[src/design/fpe_pkg.sv]
`timescale 1ns / 1ps
// ----------------------------------------------------------------------------
// fpe_pkg
// Shared types, widths and plane helpers for the frustum plane extractor.
// ----------------------------------------------------------------------------
package fpe_pkg;

    localparam int FRAC_BITS = 16;
    localparam int DATA_W    = 32;
    localparam int SUM_W     = DATA_W + 1;
    localparam int MAG_W     = SUM_W;
    localparam int RAD_W     = 68;
    localparam int ROOT_W    = RAD_W / 2;
    localparam int REM_W     = ROOT_W + 3;
    localparam int NUM_W     = SUM_W + FRAC_BITS + 1;
    localparam int DREM_W    = ROOT_W + 1;
    localparam int CNT_W     = 6;
    localparam int IDX_W     = 3;

    localparam logic [IDX_W-1:0] PLANE_LEFT   = 3'd0;
    localparam logic [IDX_W-1:0] PLANE_RIGHT  = 3'd1;
    localparam logic [IDX_W-1:0] PLANE_TOP    = 3'd2;
    localparam logic [IDX_W-1:0] PLANE_BOTTOM = 3'd3;
    localparam logic [IDX_W-1:0] PLANE_NEAR   = 3'd4;
    localparam logic [IDX_W-1:0] PLANE_FAR    = 3'd5;

    typedef struct packed {
        logic signed [DATA_W-1:0] row0_value;
        logic signed [DATA_W-1:0] row1_value;
        logic signed [DATA_W-1:0] row2_value;
        logic signed [DATA_W-1:0] row3_value;
        logic                     final_column;
    } t_in_item;

    typedef struct packed {
        logic [IDX_W-1:0]         plane_index;
        logic signed [DATA_W-1:0] plane_a;
        logic signed [DATA_W-1:0] plane_b;
        logic signed [DATA_W-1:0] plane_c;
        logic signed [DATA_W-1:0] plane_d;
        logic                     degenerate;
        logic                     last_plane;
    } t_out_item;

    typedef struct packed {
        logic [IDX_W-1:0]          index;
        logic [3:0][SUM_W-1:0]     s;
    } t_job;

    typedef enum logic {FS_IDLE, FS_EMIT} t_front_state;

    typedef enum logic [2:0] {BS_IDLE, BS_SQUARE, BS_ROOT, BS_DIV, BS_OUT} t_back_state;

    function automatic logic [1:0] plane_row(input logic [IDX_W-1:0] idx);
        logic [1:0] r;
        case (idx)
            PLANE_LEFT, PLANE_RIGHT:  r = 2'd0;
            PLANE_TOP, PLANE_BOTTOM:  r = 2'd1;
            default:                  r = 2'd2;
        endcase
        return r;
    endfunction

    function automatic logic plane_sub(input logic [IDX_W-1:0] idx);
        logic r;
        case (idx)
            PLANE_RIGHT, PLANE_TOP, PLANE_FAR: r = 1'b1;
            default:                           r = 1'b0;
        endcase
        return r;
    endfunction

    function automatic logic [MAG_W-1:0] mag(input logic [SUM_W-1:0] s);
        return s[SUM_W-1] ? (~s + 1'b1) : s;
    endfunction

endpackage

[src/design/fpe_front.sv]
`timescale 1ns / 1ps
// ----------------------------------------------------------------------------
// fpe_front
// Column store and counter; on the final column, queues six plane jobs.
// ----------------------------------------------------------------------------
module fpe_front (
    input  logic              i_clk,
    input  logic              i_rst_n,
    input  logic              i_start,
    input  fpe_pkg::t_in_item i_in,
    output logic              o_busy,
    input  logic              i_full,
    output logic              o_push,
    output fpe_pkg::t_job     o_job
);

    logic [fpe_pkg::DATA_W-1:0] r_mat [4][4];
    fpe_pkg::t_front_state      r_state, n_state;
    logic [1:0]                 r_col, n_col;
    logic [fpe_pkg::IDX_W-1:0]  r_pidx, n_pidx;
    logic                       w_accept;
    logic [1:0]                 w_row;
    logic                       w_sub;

    assign o_busy   = (r_state != fpe_pkg::FS_IDLE);
    assign w_accept = i_start && !o_busy;
    assign w_row    = fpe_pkg::plane_row(r_pidx);
    assign w_sub    = fpe_pkg::plane_sub(r_pidx);

    always_ff @(posedge i_clk) begin
        if (w_accept) begin
            r_mat[r_col][0] <= i_in.row0_value;
            r_mat[r_col][1] <= i_in.row1_value;
            r_mat[r_col][2] <= i_in.row2_value;
            r_mat[r_col][3] <= i_in.row3_value;
        end
    end

    always_ff @(posedge i_clk) begin
        if (!i_rst_n) begin
            r_state <= fpe_pkg::FS_IDLE;
            r_col   <= '0;
            r_pidx  <= '0;
        end else begin
            r_state <= n_state;
            r_col   <= n_col;
            r_pidx  <= n_pidx;
        end
    end

    always_comb begin
        n_state = r_state;
        n_col   = r_col;
        n_pidx  = r_pidx;
        o_push  = 1'b0;
        case (r_state)
            fpe_pkg::FS_IDLE: begin
                if (w_accept) begin
                    if (i_in.final_column) begin
                        n_col   = '0;
                        n_pidx  = fpe_pkg::PLANE_LEFT;
                        n_state = fpe_pkg::FS_EMIT;
                    end else begin
                        n_col = r_col + 2'd1;
                    end
                end
            end
            fpe_pkg::FS_EMIT: begin
                if (!i_full) begin
                    o_push = 1'b1;
                    if (r_pidx == fpe_pkg::PLANE_FAR) begin
                        n_state = fpe_pkg::FS_IDLE;
                    end else begin
                        n_pidx = r_pidx + 3'd1;
                    end
                end
            end
            default: n_state = fpe_pkg::FS_IDLE;
        endcase
    end

    always_comb begin
        o_job.index = r_pidx;
        for (int i = 0; i < 4; i++) begin
            o_job.s[i] = w_sub
                ? ({r_mat[i][3][31], r_mat[i][3]} - {r_mat[i][w_row][31], r_mat[i][w_row]})
                : ({r_mat[i][3][31], r_mat[i][3]} + {r_mat[i][w_row][31], r_mat[i][w_row]});
        end
    end

endmodule

[src/design/fpe_queue.sv]
`timescale 1ns / 1ps
// ----------------------------------------------------------------------------
// fpe_queue
// Two-entry job queue between the front and the arithmetic back end.
// ----------------------------------------------------------------------------
module fpe_queue (
    input  logic          i_clk,
    input  logic          i_rst_n,
    input  logic          i_push,
    input  fpe_pkg::t_job i_job,
    output logic          o_full,
    input  logic          i_pop,
    output logic          o_avail,
    output fpe_pkg::t_job o_job
);

    fpe_pkg::t_job r_q [2];
    logic          r_wp, r_rp;
    logic [1:0]    r_cnt;

    assign o_full  = (r_cnt == 2'd2);
    assign o_avail = (r_cnt != 2'd0);
    assign o_job   = r_q[r_rp];

    always_ff @(posedge i_clk) begin
        if (i_push) begin
            r_q[r_wp] <= i_job;
        end
    end

    always_ff @(posedge i_clk) begin
        if (!i_rst_n) begin
            r_wp  <= 1'b0;
            r_rp  <= 1'b0;
            r_cnt <= '0;
        end else begin
            if (i_push) r_wp <= ~r_wp;
            if (i_pop)  r_rp <= ~r_rp;
            r_cnt <= r_cnt + {1'b0, i_push} - {1'b0, i_pop};
        end
    end

endmodule

[src/design/fpe_back.sv]
`timescale 1ns / 1ps
// ----------------------------------------------------------------------------
// fpe_back
// Per plane: serial sum of squares, digit-by-digit root, four restoring
// divisions with rounding and saturation.
// ----------------------------------------------------------------------------
module fpe_back (
    input  logic               i_clk,
    input  logic               i_rst_n,
    input  logic               i_avail,
    input  fpe_pkg::t_job      i_job,
    output logic               o_pop,
    output logic               strobe,
    output fpe_pkg::t_out_item o_out
);

    fpe_pkg::t_back_state                 r_state, n_state;
    logic [fpe_pkg::IDX_W-1:0]            r_idx, n_idx;
    logic [3:0][fpe_pkg::SUM_W-1:0]       r_s, n_s;
    logic [1:0]                           r_comp, n_comp;
    logic [fpe_pkg::CNT_W-1:0]            r_cnt, n_cnt;
    logic [fpe_pkg::RAD_W-1:0]            r_acc, n_acc;
    logic [fpe_pkg::RAD_W-1:0]            r_mcand, n_mcand;
    logic [fpe_pkg::MAG_W-1:0]            r_mplier, n_mplier;
    logic [fpe_pkg::REM_W-1:0]            r_rem, n_rem;
    logic [fpe_pkg::ROOT_W-1:0]           r_root, n_root;
    logic [fpe_pkg::NUM_W-1:0]            r_num, n_num;
    logic [fpe_pkg::DREM_W-1:0]           r_drem, n_drem;
    logic [3:0][fpe_pkg::DATA_W-1:0]      r_res, n_res;
    logic                                 r_deg, n_deg;

    logic [fpe_pkg::REM_W-1:0]            w_rsh, w_trial;
    logic [fpe_pkg::DREM_W-1:0]           w_dsh;
    logic [fpe_pkg::NUM_W-1:0]            w_q;
    logic [fpe_pkg::DATA_W-1:0]           w_sat;
    logic [1:0]                           w_next_comp;

    function automatic logic [fpe_pkg::NUM_W-1:0] num_init(
        input logic [fpe_pkg::SUM_W-1:0]  s,
        input logic [fpe_pkg::ROOT_W-1:0] len
    );
        logic [fpe_pkg::NUM_W-1:0] a;
        logic [fpe_pkg::NUM_W-1:0] b;
        a = {1'b0, fpe_pkg::mag(s), {fpe_pkg::FRAC_BITS{1'b0}}};
        b = fpe_pkg::NUM_W'(len >> 1);
        return a + b;
    endfunction

    assign strobe = (r_state == fpe_pkg::BS_OUT);
    assign o_out.plane_index = r_idx;
    assign o_out.plane_a     = r_res[0];
    assign o_out.plane_b     = r_res[1];
    assign o_out.plane_c     = r_res[2];
    assign o_out.plane_d     = r_res[3];
    assign o_out.degenerate  = r_deg;
    assign o_out.last_plane  = (r_idx == fpe_pkg::PLANE_FAR);

    assign w_next_comp = r_comp + 2'd1;
    assign w_rsh   = {r_rem[fpe_pkg::REM_W-3:0], r_acc[fpe_pkg::RAD_W-1 -: 2]};
    assign w_trial = fpe_pkg::REM_W'({r_root, 2'b01});
    assign w_dsh   = {r_drem[fpe_pkg::DREM_W-2:0], r_num[fpe_pkg::NUM_W-1]};

    always_ff @(posedge i_clk) begin
        if (!i_rst_n) begin
            r_state <= fpe_pkg::BS_IDLE;
        end else begin
            r_state <= n_state;
        end
        r_idx    <= n_idx;
        r_s      <= n_s;
        r_comp   <= n_comp;
        r_cnt    <= n_cnt;
        r_acc    <= n_acc;
        r_mcand  <= n_mcand;
        r_mplier <= n_mplier;
        r_rem    <= n_rem;
        r_root   <= n_root;
        r_num    <= n_num;
        r_drem   <= n_drem;
        r_res    <= n_res;
        r_deg    <= n_deg;
    end

    always_comb begin
        n_state  = r_state;
        n_idx    = r_idx;
        n_s      = r_s;
        n_comp   = r_comp;
        n_cnt    = r_cnt;
        n_acc    = r_acc;
        n_mcand  = r_mcand;
        n_mplier = r_mplier;
        n_rem    = r_rem;
        n_root   = r_root;
        n_num    = r_num;
        n_drem   = r_drem;
        n_res    = r_res;
        n_deg    = r_deg;
        o_pop    = 1'b0;
        w_q      = '0;
        w_sat    = '0;
        case (r_state)
            fpe_pkg::BS_IDLE: begin
                if (i_avail) begin
                    o_pop    = 1'b1;
                    n_idx    = i_job.index;
                    n_s      = i_job.s;
                    n_comp   = '0;
                    n_cnt    = '0;
                    n_acc    = '0;
                    n_mcand  = fpe_pkg::RAD_W'(fpe_pkg::mag(i_job.s[0]));
                    n_mplier = fpe_pkg::mag(i_job.s[0]);
                    n_state  = fpe_pkg::BS_SQUARE;
                end
            end
            fpe_pkg::BS_SQUARE: begin
                // shift-add square, one multiplier bit per cycle
                if (r_mplier[0]) n_acc = r_acc + r_mcand;
                n_mcand  = r_mcand << 1;
                n_mplier = r_mplier >> 1;
                n_cnt    = r_cnt + 1'b1;
                if (r_cnt == fpe_pkg::CNT_W'(fpe_pkg::MAG_W - 1)) begin
                    n_cnt = '0;
                    if (r_comp == 2'd2) begin
                        n_rem   = '0;
                        n_root  = '0;
                        n_state = fpe_pkg::BS_ROOT;
                    end else begin
                        n_comp   = w_next_comp;
                        n_mcand  = fpe_pkg::RAD_W'(fpe_pkg::mag(r_s[w_next_comp]));
                        n_mplier = fpe_pkg::mag(r_s[w_next_comp]);
                    end
                end
            end
            fpe_pkg::BS_ROOT: begin
                // two radicand bits per cycle
                n_acc = r_acc << 2;
                if (w_rsh >= w_trial) begin
                    n_rem  = w_rsh - w_trial;
                    n_root = {r_root[fpe_pkg::ROOT_W-2:0], 1'b1};
                end else begin
                    n_rem  = w_rsh;
                    n_root = {r_root[fpe_pkg::ROOT_W-2:0], 1'b0};
                end
                n_cnt = r_cnt + 1'b1;
                if (r_cnt == fpe_pkg::CNT_W'(fpe_pkg::ROOT_W - 1)) begin
                    n_cnt = '0;
                    if (n_root == '0) begin
                        n_res   = '0;
                        n_deg   = 1'b1;
                        n_state = fpe_pkg::BS_OUT;
                    end else begin
                        n_deg   = 1'b0;
                        n_comp  = '0;
                        n_drem  = '0;
                        n_num   = num_init(r_s[0], n_root);
                        n_state = fpe_pkg::BS_DIV;
                    end
                end
            end
            fpe_pkg::BS_DIV: begin
                // restoring division; quotient bits shift into r_num
                if (w_dsh >= {1'b0, r_root}) begin
                    n_drem = w_dsh - {1'b0, r_root};
                    n_num  = {r_num[fpe_pkg::NUM_W-2:0], 1'b1};
                end else begin
                    n_drem = w_dsh;
                    n_num  = {r_num[fpe_pkg::NUM_W-2:0], 1'b0};
                end
                n_cnt = r_cnt + 1'b1;
                if (r_cnt == fpe_pkg::CNT_W'(fpe_pkg::NUM_W - 1)) begin
                    n_cnt = '0;
                    w_q   = n_num;
                    if (r_s[r_comp][fpe_pkg::SUM_W-1]) begin
                        if (w_q > fpe_pkg::NUM_W'(64'h8000_0000)) w_sat = 32'h8000_0000;
                        else w_sat = ~w_q[fpe_pkg::DATA_W-1:0] + 1'b1;
                    end else begin
                        if (w_q > fpe_pkg::NUM_W'(64'h7FFF_FFFF)) w_sat = 32'h7FFF_FFFF;
                        else w_sat = w_q[fpe_pkg::DATA_W-1:0];
                    end
                    n_res[r_comp] = w_sat;
                    if (r_comp == 2'd3) begin
                        n_state = fpe_pkg::BS_OUT;
                    end else begin
                        n_comp = w_next_comp;
                        n_drem = '0;
                        n_num  = num_init(r_s[w_next_comp], r_root);
                    end
                end
            end
            fpe_pkg::BS_OUT: begin
                n_state = fpe_pkg::BS_IDLE;
            end
            default: n_state = fpe_pkg::BS_IDLE;
        endcase
    end

`ifndef SYNTHESIS
    a_deg_zero: assert property (@(posedge i_clk) disable iff (!i_rst_n)
        strobe && o_out.degenerate |-> o_out.plane_a == 0 && o_out.plane_b == 0
            && o_out.plane_c == 0 && o_out.plane_d == 0)
        else $error("degenerate plane with non-zero coefficients");
    a_gap: assert property (@(posedge i_clk) disable iff (!i_rst_n)
        strobe |=> !strobe)
        else $error("back-to-back plane beats");
    a_pop_idle: assert property (@(posedge i_clk) disable iff (!i_rst_n)
        o_pop |=> r_state == fpe_pkg::BS_SQUARE)
        else $error("job popped but squaring not started");
    a_idx: assert property (@(posedge i_clk) disable iff (!i_rst_n)
        strobe |-> o_out.plane_index <= fpe_pkg::PLANE_FAR)
        else $error("plane index out of range");
`endif

endmodule

[src/design/frustum_plane_extract.sv]
`timescale 1ns / 1ps
// ----------------------------------------------------------------------------
// frustum_plane_extract
// Loads a view-projection matrix one column per beat and emits the six
// normalised frustum planes after the final column.
// ----------------------------------------------------------------------------
//  channel   ports                     handshake
//  columns   i_in (t_in_item)          start high, busy low
//  planes    o_out (t_out_item)        strobe, one cycle, no back-pressure
//
//  A column that is not final leaves busy low. The final column holds busy
//  high until the sixth plane job has entered the two-entry queue.
//  Each plane passes through the back end's serial squarer, root and
//  divider (a degenerate plane skips the divider), and the back end takes
//  a new plane job only once the previous plane is out. The plane receiver
//  cannot stall.
//  Synchronous active-low reset clears the column counter and both sequencers.
// ----------------------------------------------------------------------------
module frustum_plane_extract (
    input  logic               i_clk,
    input  logic               i_rst_n,
    input  logic               start,
    output logic               busy,
    input  fpe_pkg::t_in_item  i_in,
    output logic               strobe,
    output fpe_pkg::t_out_item o_out
);

    logic          w_push, w_full, w_pop, w_avail;
    fpe_pkg::t_job w_job_in, w_job_out;

    fpe_front u_front (
        .i_clk   (i_clk),
        .i_rst_n (i_rst_n),
        .i_start (start),
        .i_in    (i_in),
        .o_busy  (busy),
        .i_full  (w_full),
        .o_push  (w_push),
        .o_job   (w_job_in)
    );

    fpe_queue u_queue (
        .i_clk   (i_clk),
        .i_rst_n (i_rst_n),
        .i_push  (w_push),
        .i_job   (w_job_in),
        .o_full  (w_full),
        .i_pop   (w_pop),
        .o_avail (w_avail),
        .o_job   (w_job_out)
    );

    fpe_back u_back (
        .i_clk   (i_clk),
        .i_rst_n (i_rst_n),
        .i_avail (w_avail),
        .i_job   (w_job_out),
        .o_pop   (w_pop),
        .strobe  (strobe),
        .o_out   (o_out)
    );

endmodule
[config.mk]
export PLATFORM = sky130hd
export DESIGN_NAME = frustum_plane_extract
export DESIGN_NICKNAME = d
export VERILOG_FILES = /design/src/design/fpe_pkg.sv /design/src/design/fpe_front.sv /design/src/design/fpe_queue.sv /design/src/design/fpe_back.sv /design/src/design/frustum_plane_extract.sv
export SDC_FILE = /design/constraint.sdc
export NUM_CORES = 2
export LEC_CHECK = 0
export ABC_AREA = 1
export BUFFER_PORTS_ARGS = -buffer_cell sky130_fd_sc_hd__buf_2
export CORE_MARGIN = 2
export CORE_UTILIZATION = 63
export CTS_CLUSTER_SIZE = 8
export DETAILED_ROUTE_END_ITERATION = 7
export PLACE_DENSITY = 0.81
export SYNTH_ARGS = -nofsm -noshare
export SYNTH_HDL_FRONTEND = slang
export SYNTH_SLANG_ARGS = --single-unit
[constraint.sdc]
create_clock -name i_clk -period 13.3 [get_ports i_clk]
set_input_delay 2.66 -clock i_clk [delete_from_list [all_inputs] [get_ports i_clk]]
set_output_delay 2.66 -clock i_clk [all_outputs]
set_load 0.02 [all_outputs]
* After elaboration in Yosys (flattened, before gate mapping)
Memories as Yosys holds them, arrays and structs flattened. A register that Yosys moved wholly into a read port is not among the register bits.
Cells that the tools add are included.
** Word-level totals
- Bits in writable memories :: 782
- Register bits :: 607
- Bits in latches :: 0
- Memories kept :: 2
- ROM bits :: 0
- Output and inout bits :: 135
** Operators by class
- Add/sub/neg operators :: 23
- $lt $le $gt $ge :: 8
- Div/mod/pow operators :: 0
- $mul :: 0
- Multiplexer cells :: 113
- Shifts and indexed selects :: 0
- Bitwise gates (word level) :: 8
- Reduce and logical (&&, ||, !) cells :: 27
- Equal/unequal tests :: 30
** Memories
- u_front.r_mat :: words 4, bits a word 128, rd ports 4, clocked after memory_dff 0, write ports 1, line fpe_front.sv:17 : logic [fpe_pkg::DATA_W-1:0] r_mat [4][4];
- u_queue.r_q :: words 2, bits a word 135, rd ports 1, clocked after memory_dff 1, write ports 1, line fpe_queue.sv:17 : fpe_pkg::t_job r_q [2];
** Operator list (count)
- 32-bit 2-to-1 mux :: 14
- 33-bit 2-to-1 mux :: 12
- 128-bit 2-to-1 mux :: 3
- 68-bit 2-to-1 mux :: 5
- 34-bit 2-to-1 mux :: 8
- 32-bit binary-select mux with 2-bit select :: 4
- 128-bit one-hot mux with 2 select lines :: 1
- 50-bit 2-to-1 mux :: 5
- 68-bit one-hot mux with 3 select lines :: 1
- 34-bit one-hot mux with 2 select lines :: 2
- 68-bit one-hot mux with 2 select lines :: 1
- 32-bit by 32-bit adder with 33-bit output :: 4
- 33-bit binary-select mux with 2-bit select :: 2
- 32-bit by 32-bit subtractor with 33-bit output :: 4
- 128-bit bitwise mux :: 1
- 35-bit 2-to-1 mux :: 3
- 49-bit by 33-bit adder with 50-bit output :: 2
- 50-bit one-hot mux with 2 select lines :: 1
- 33-bit by 1-bit adder with 33-bit output, second input constant :: 3
- 33-bit inverter :: 3
- 35-bit one-hot mux with 2 select lines :: 1
- 68-bit adder :: 1
- 33-bit one-hot mux with 2 select lines :: 1
- 32-bit demux with 2-bit select :: 1
- other kinds (49) :: 126

* Longest topological paths before layout
- Depth after elaboration :: 12
- Gate-level depth with buffers :: 37

* By module
A second synthesis with hierarchy kept.
** Unflattened totals
- Cell total of the unflattened synthesis :: 9063
- Area total of the unflattened synthesis :: 80816.3 um2
** Modules (own cells, without submodules)
- fpe_back :: instances 1, area each 40048.4 um2, cells an instance 5031
- fpe_front :: instances 1, area each 30608.1 um2, cells an instance 3579
- fpe_queue :: instances 1, area each 10159.7 um2, cells an instance 453

* Worst setup path before layout
No wires, ideal clock.
- Path type :: reg-to-reg
- Start point :: register u_back.r_state[0]
- End point :: register u_back.r_mcand[0] in the netlist's numbering, enable pin
- Cell stages (with the launch flop) :: 7
- Arrival time :: 9.237 ns
- Slack :: 3.646 ns
- Clock period less this slack :: 9.654 ns
- Path through :: dfxtp_1 > nor2_1 > inv_1 > nor2_1 > inv_1 > a21oi_1 > or2_2
** On the way
- Word-level cells in the longest chain between the ends :: 3
** Ends and longest elaborated chain
- start, declared :: line fpe_back.sv:17 : fpe_pkg::t_back_state r_state, n_state;
- start signal, assigned :: line fpe_back.sv:65 : r_state <= fpe_pkg::BS_IDLE;
- start signal, assigned :: line fpe_back.sv:67 : r_state <= n_state;
- 3-bit by 1-bit == test with 1-bit output or 3-bit zero test (tied branches) :: line fpe_back.sv:102 : case (r_state)
- 2-bit nonzero test (no line) or 2-bit by 1-bit inequality test with 1-bit output (tied branches)
- 2-bit AND reduction (no line) *
- end signal, assigned :: line fpe_back.sv:74 : r_mcand <= n_mcand;
- end, declared :: line fpe_back.sv:23 : logic [fpe_pkg::RAD_W-1:0] r_mcand, n_mcand;
Every way passes the cells marked *; elsewhere a longest branch is shown, timed or not.
A chain may end at the register's enable or synchronous reset.

==> results.toml <==
[pwr]
clkPwrFrac = 0.189
power.leakage_nw = 35.18
switching_share = 0.4667
seqPwrFrac = 0.292
p_int_w = 0.01260
report.power.total_w = 0.02363
p_per_area_nw_per_um2 = 273.1
ir_drop_mv = 0.1855
power_frac_comb = 0.519
power.switching_w = 0.01103

[cts]
cts_tree = "done"
clk_latency_ns = 0.84
post_cts_resized = 0
clk_pin_slew_ns = 0.05
clockBufferDepth = 3
h-tree-depth = 4
post-cts-setup-buffers = 0
numCtsBuffers = 193
clockRootBuffer = "clkbuf_16"
hold_buffers = 0
cts.sinks = 1390

[timing]
rsz0062_at_grt = "no"
fin_crit_sh = 0.5392
slew_viol_final = 0
finalHoldWorstSlack_ns = 0.4629
skew_ns = 0.06963
worst_pin_slew_ns = 1.190
finalSetupTns_ns = 0
slew-limit-headroom = 0.1994
hold_viol_final = 0
fin_crit_ns = 7.171
setup_viol = 0
max_freq_ghz = 0.1395

[global_route]
grt_max_degree = 105
grt_pass1_wl_um = 351000
antenna_found_initial = 6
groute.usage.overall = 0.3595
grt_overflow = 0
grt_pass1_vias = 61220

[run_status]
status = "finished, violations left"
failed_checks = "DRC"

[setup_path]
critPathLaunchType = "register"
worstPathRequired_ns = 13.81
setup.worst_path.class = "register to register"
rr_worst_depth = 24
r2r_slack_ns = 6.13
r2r_end = "u_queue.r_q[0][122]$_DFFE_PP_"
r2r_start = "u_front.r_pidx[0]$_SDFFE_PN0P_"
startpoint = "u_front.r_pidx[0]$_SDFFE_PN0P_"
crit_fanout = 101
worst_ep_arrival_time_ns = 7.68
crit_path_end_kind = "register"

[worst_hold_path]
worstHoldPathCells = 1
worstHoldStart = "u_queue.r_rp$_SDFFE_PN0P_"
hold_class = "register to register"

[floorplanning]
ios = 267
core_region_area_um2 = 123500
die_w_um = 356.4
rows = 129
start_util = 0.6338
die_y_um = 356.4
die_area_um2 = 127000

[layout]
n_fill_cell = 9321
syn2layout_area_growth_pct = 10.55
multi_input_area_um2 = 32350
seq_area_um2 = 41600
fin_nets = 9322
drive_above_1_share = 0.08047
fin_cells = 10550

[drt]
routed_via_density = 6.058
wl_per_cell_um = 21.94
routed-via-count = 63910
first_pass_iters = 8
drtAntennaViolNets = 0
drt-initial-drc-count = 8252
totalWireLength_um = 231400
drc = 7

[yosys]
ys_seq_elements = 1390
syn_area_um2 = 78250
async_reset_ff_frac = 0
syn_area_per_cell_um2 = 9.111
synth_warnings = 0
syn_inst = 8589
synth_edf_count = 1376
ys_types = 71
ys.flop_type = "edfxtp_1"
synthesis.nets = 9054
yosysSeqAreaShare = 0.5316

[placed_design]
hpwl_um = 169700
place_congestion = 0.9961
port_buffers = 266
placed_cells = 10300

[job]
max-cap-violations = 0
-- routing by layer --
layer,part of all wire,GRT usage,vias up
met2,0.47,0.5878,3269
met5,0.00019,0,-
met1,0.40,0.4756,30200
li1,-,-,29870
met3,0.086,0.05790,566
met4,0.045,0.1595,6
-- Yosys cell counts, drive strengths merged, types with 2 or more instances --
cell	instances	share of area
nand2	2065	0.099
edfxtp	1376	0.53
nor2	895	0.044
inv	877	0.042
o21ai	822	0.053
a21oi	558	0.036
ha	325	0.052
nand3	325	0.021
xor2	239	0.027
clkbuf	162	0.0078
xnor2	152	0.017
o211ai	121	0.012
buf	98	0.0074
nor3	87	0.0060
nand4	70	0.0057
o21a	68	0.0065
or2	54	0.0043
a31oi	42	0.0034
nor4	39	0.0032
o21bai	31	0.0030
a21o	30	0.0029
nand3b	24	0.0024
a21boi	22	0.0021
dfxtp	14	0.0036
a211oi	11	0.0011
a221oi	11	0.0012
o31ai	9	0.00093
fa	8	0.0020
o2111ai	8	0.00090
a32o	6	0.00077
o221ai	6	0.00067
o22ai	5	0.00048
a2111oi	3	0.00034
nor2b	3	0.00024
a22o	2	0.00022
a31o	2	0.00022
and2	2	0.00016
and3	2	0.00016
clkinv	2	0.000096
o211a	2	0.00026
o311ai	2	0.00022
o41ai	2	0.00022
-- kinds of logic after synthesis --
family	after synthesis	share of synthesized area
flops	1390	0.5316
simple gates	3568	0.1865
fa+ha+maj	333	0.05401
xor+xnor	391	0.04376
compound gates	1768	0.1269
buf+inv	1139	0.05730
-- layout make-up --
cell class                      instances  share of cell area
Tap cell                             1637             0.02368
Multi-Input combinational cell       6060              0.3739
Inverter                              879             0.03818
Clock buffer                          228             0.05735
Clock inverter                         20            0.004643
Antenna cell                            4           0.0001157
Sequential cell                      1390              0.4809
Timing Repair Buffer                  333             0.02120
-- placed cells by master, fill, tap and decap left out, drive strengths merged, types with 14 or more instances in the layout --
cell type / Yosys / routed
xor2: 239 / 239
nand2: 2065 / 2065
a31oi: 42 / 42
nand4: 70 / 70
buf: 98 / 333
clkbuf: 162 / 228
o21a: 68 / 68
or2: 54 / 54
inv: 877 / 882
a21oi: 558 / 558
a21o: 30 / 30
o21ai: 822 / 822
nand3b: 24 / 24
edfxtp: 1376 / 1376
xnor2: 152 / 152
o211ai: 121 / 121
a21boi: 22 / 22
ha: 325 / 325
nor3: 87 / 87
clkinv: 2 / 16
o21bai: 31 / 31
nor4: 39 / 39
nand3: 325 / 325
nor2: 895 / 895
dfxtp: 14 / 14
-- power groups by stage --
stage	Sequential (W)	Clock [W]	Combinational (W)
after floorplan	0.00691	0	0.00832
after global placement	0.00693	0	0.0117
after detailed placement	0.00696	0	0.0119
after CTS	0.00689	0.00449	0.0120
after global routing	0.00697	0.00466	0.0134
final	0.00691	0.00446	0.0123
-- how the worst max path moves through the flow --
stage,endpoint,slack (ns)
6_report,u_queue.r_q[0][122]$_DFFE_PP_,6.13
5_1_grt,u_queue.r_q[0][123]$_DFFE_PP_,5.85
4_1_cts,u_queue.r_q[0][122]$_DFFE_PP_,6.30
3_5_place_dp,u_queue.r_q[0][89]$_DFFE_PP_,6.39
3_3_place_gp,u_queue.r_q[0][89]$_DFFE_PP_,6.55
2_1_floorplan,u_back.r_mcand[0]$_DFFE_PP_,3.65
-- stage by stage --
step,util,instance area [um^2],worst slack (ns)
after floorplan,-,78250,3.646
after global placement,0.6571,81140,6.545
after detailed placement,0.6571,81140,6.385
after CTS,0.7005,86500,6.299
after global routing,0.7006,86510,5.850
final,0.7006,86510,6.129
-- sequential cells by signal, summed over array words and instances (netlist names), 35 cells and up, named ones only --
signal          cells
u_back.r_mcand     68
u_queue.r_q       270
u_back.r_acc       68
u_back.r_rem       35
u_back.r_num       50
u_back.r_s        132
u_front.r_mat     512
u_back.o_out      128
-- worst max-delay path, stage by stage, from the launching register on --
cell,delay [ns]
dfxtp_1,0.42
inv_1,0.13
ha_1,0.23
o21ai_1,0.44
nand2_8,0.39
inv_2,0.20
buf_4,0.39
buf_4,0.44
nand2_1,0.10
o21ai_0,0.19
nor2_1,0.08
nand2_1,0.19
nand2_1,0.11
xor2_1,0.18
ha_1,0.38
nand2_1,0.08
inv_1,0.09
a21oi_1,0.13
o21ai_0,0.32
a21boi_0,0.38
o21ai_0,0.78
a21boi_0,0.34
o21ai_0,0.47
a21oi_1,0.15
xnor2_1,0.17
No activity file was read; power rests on OpenSTA's default activity.
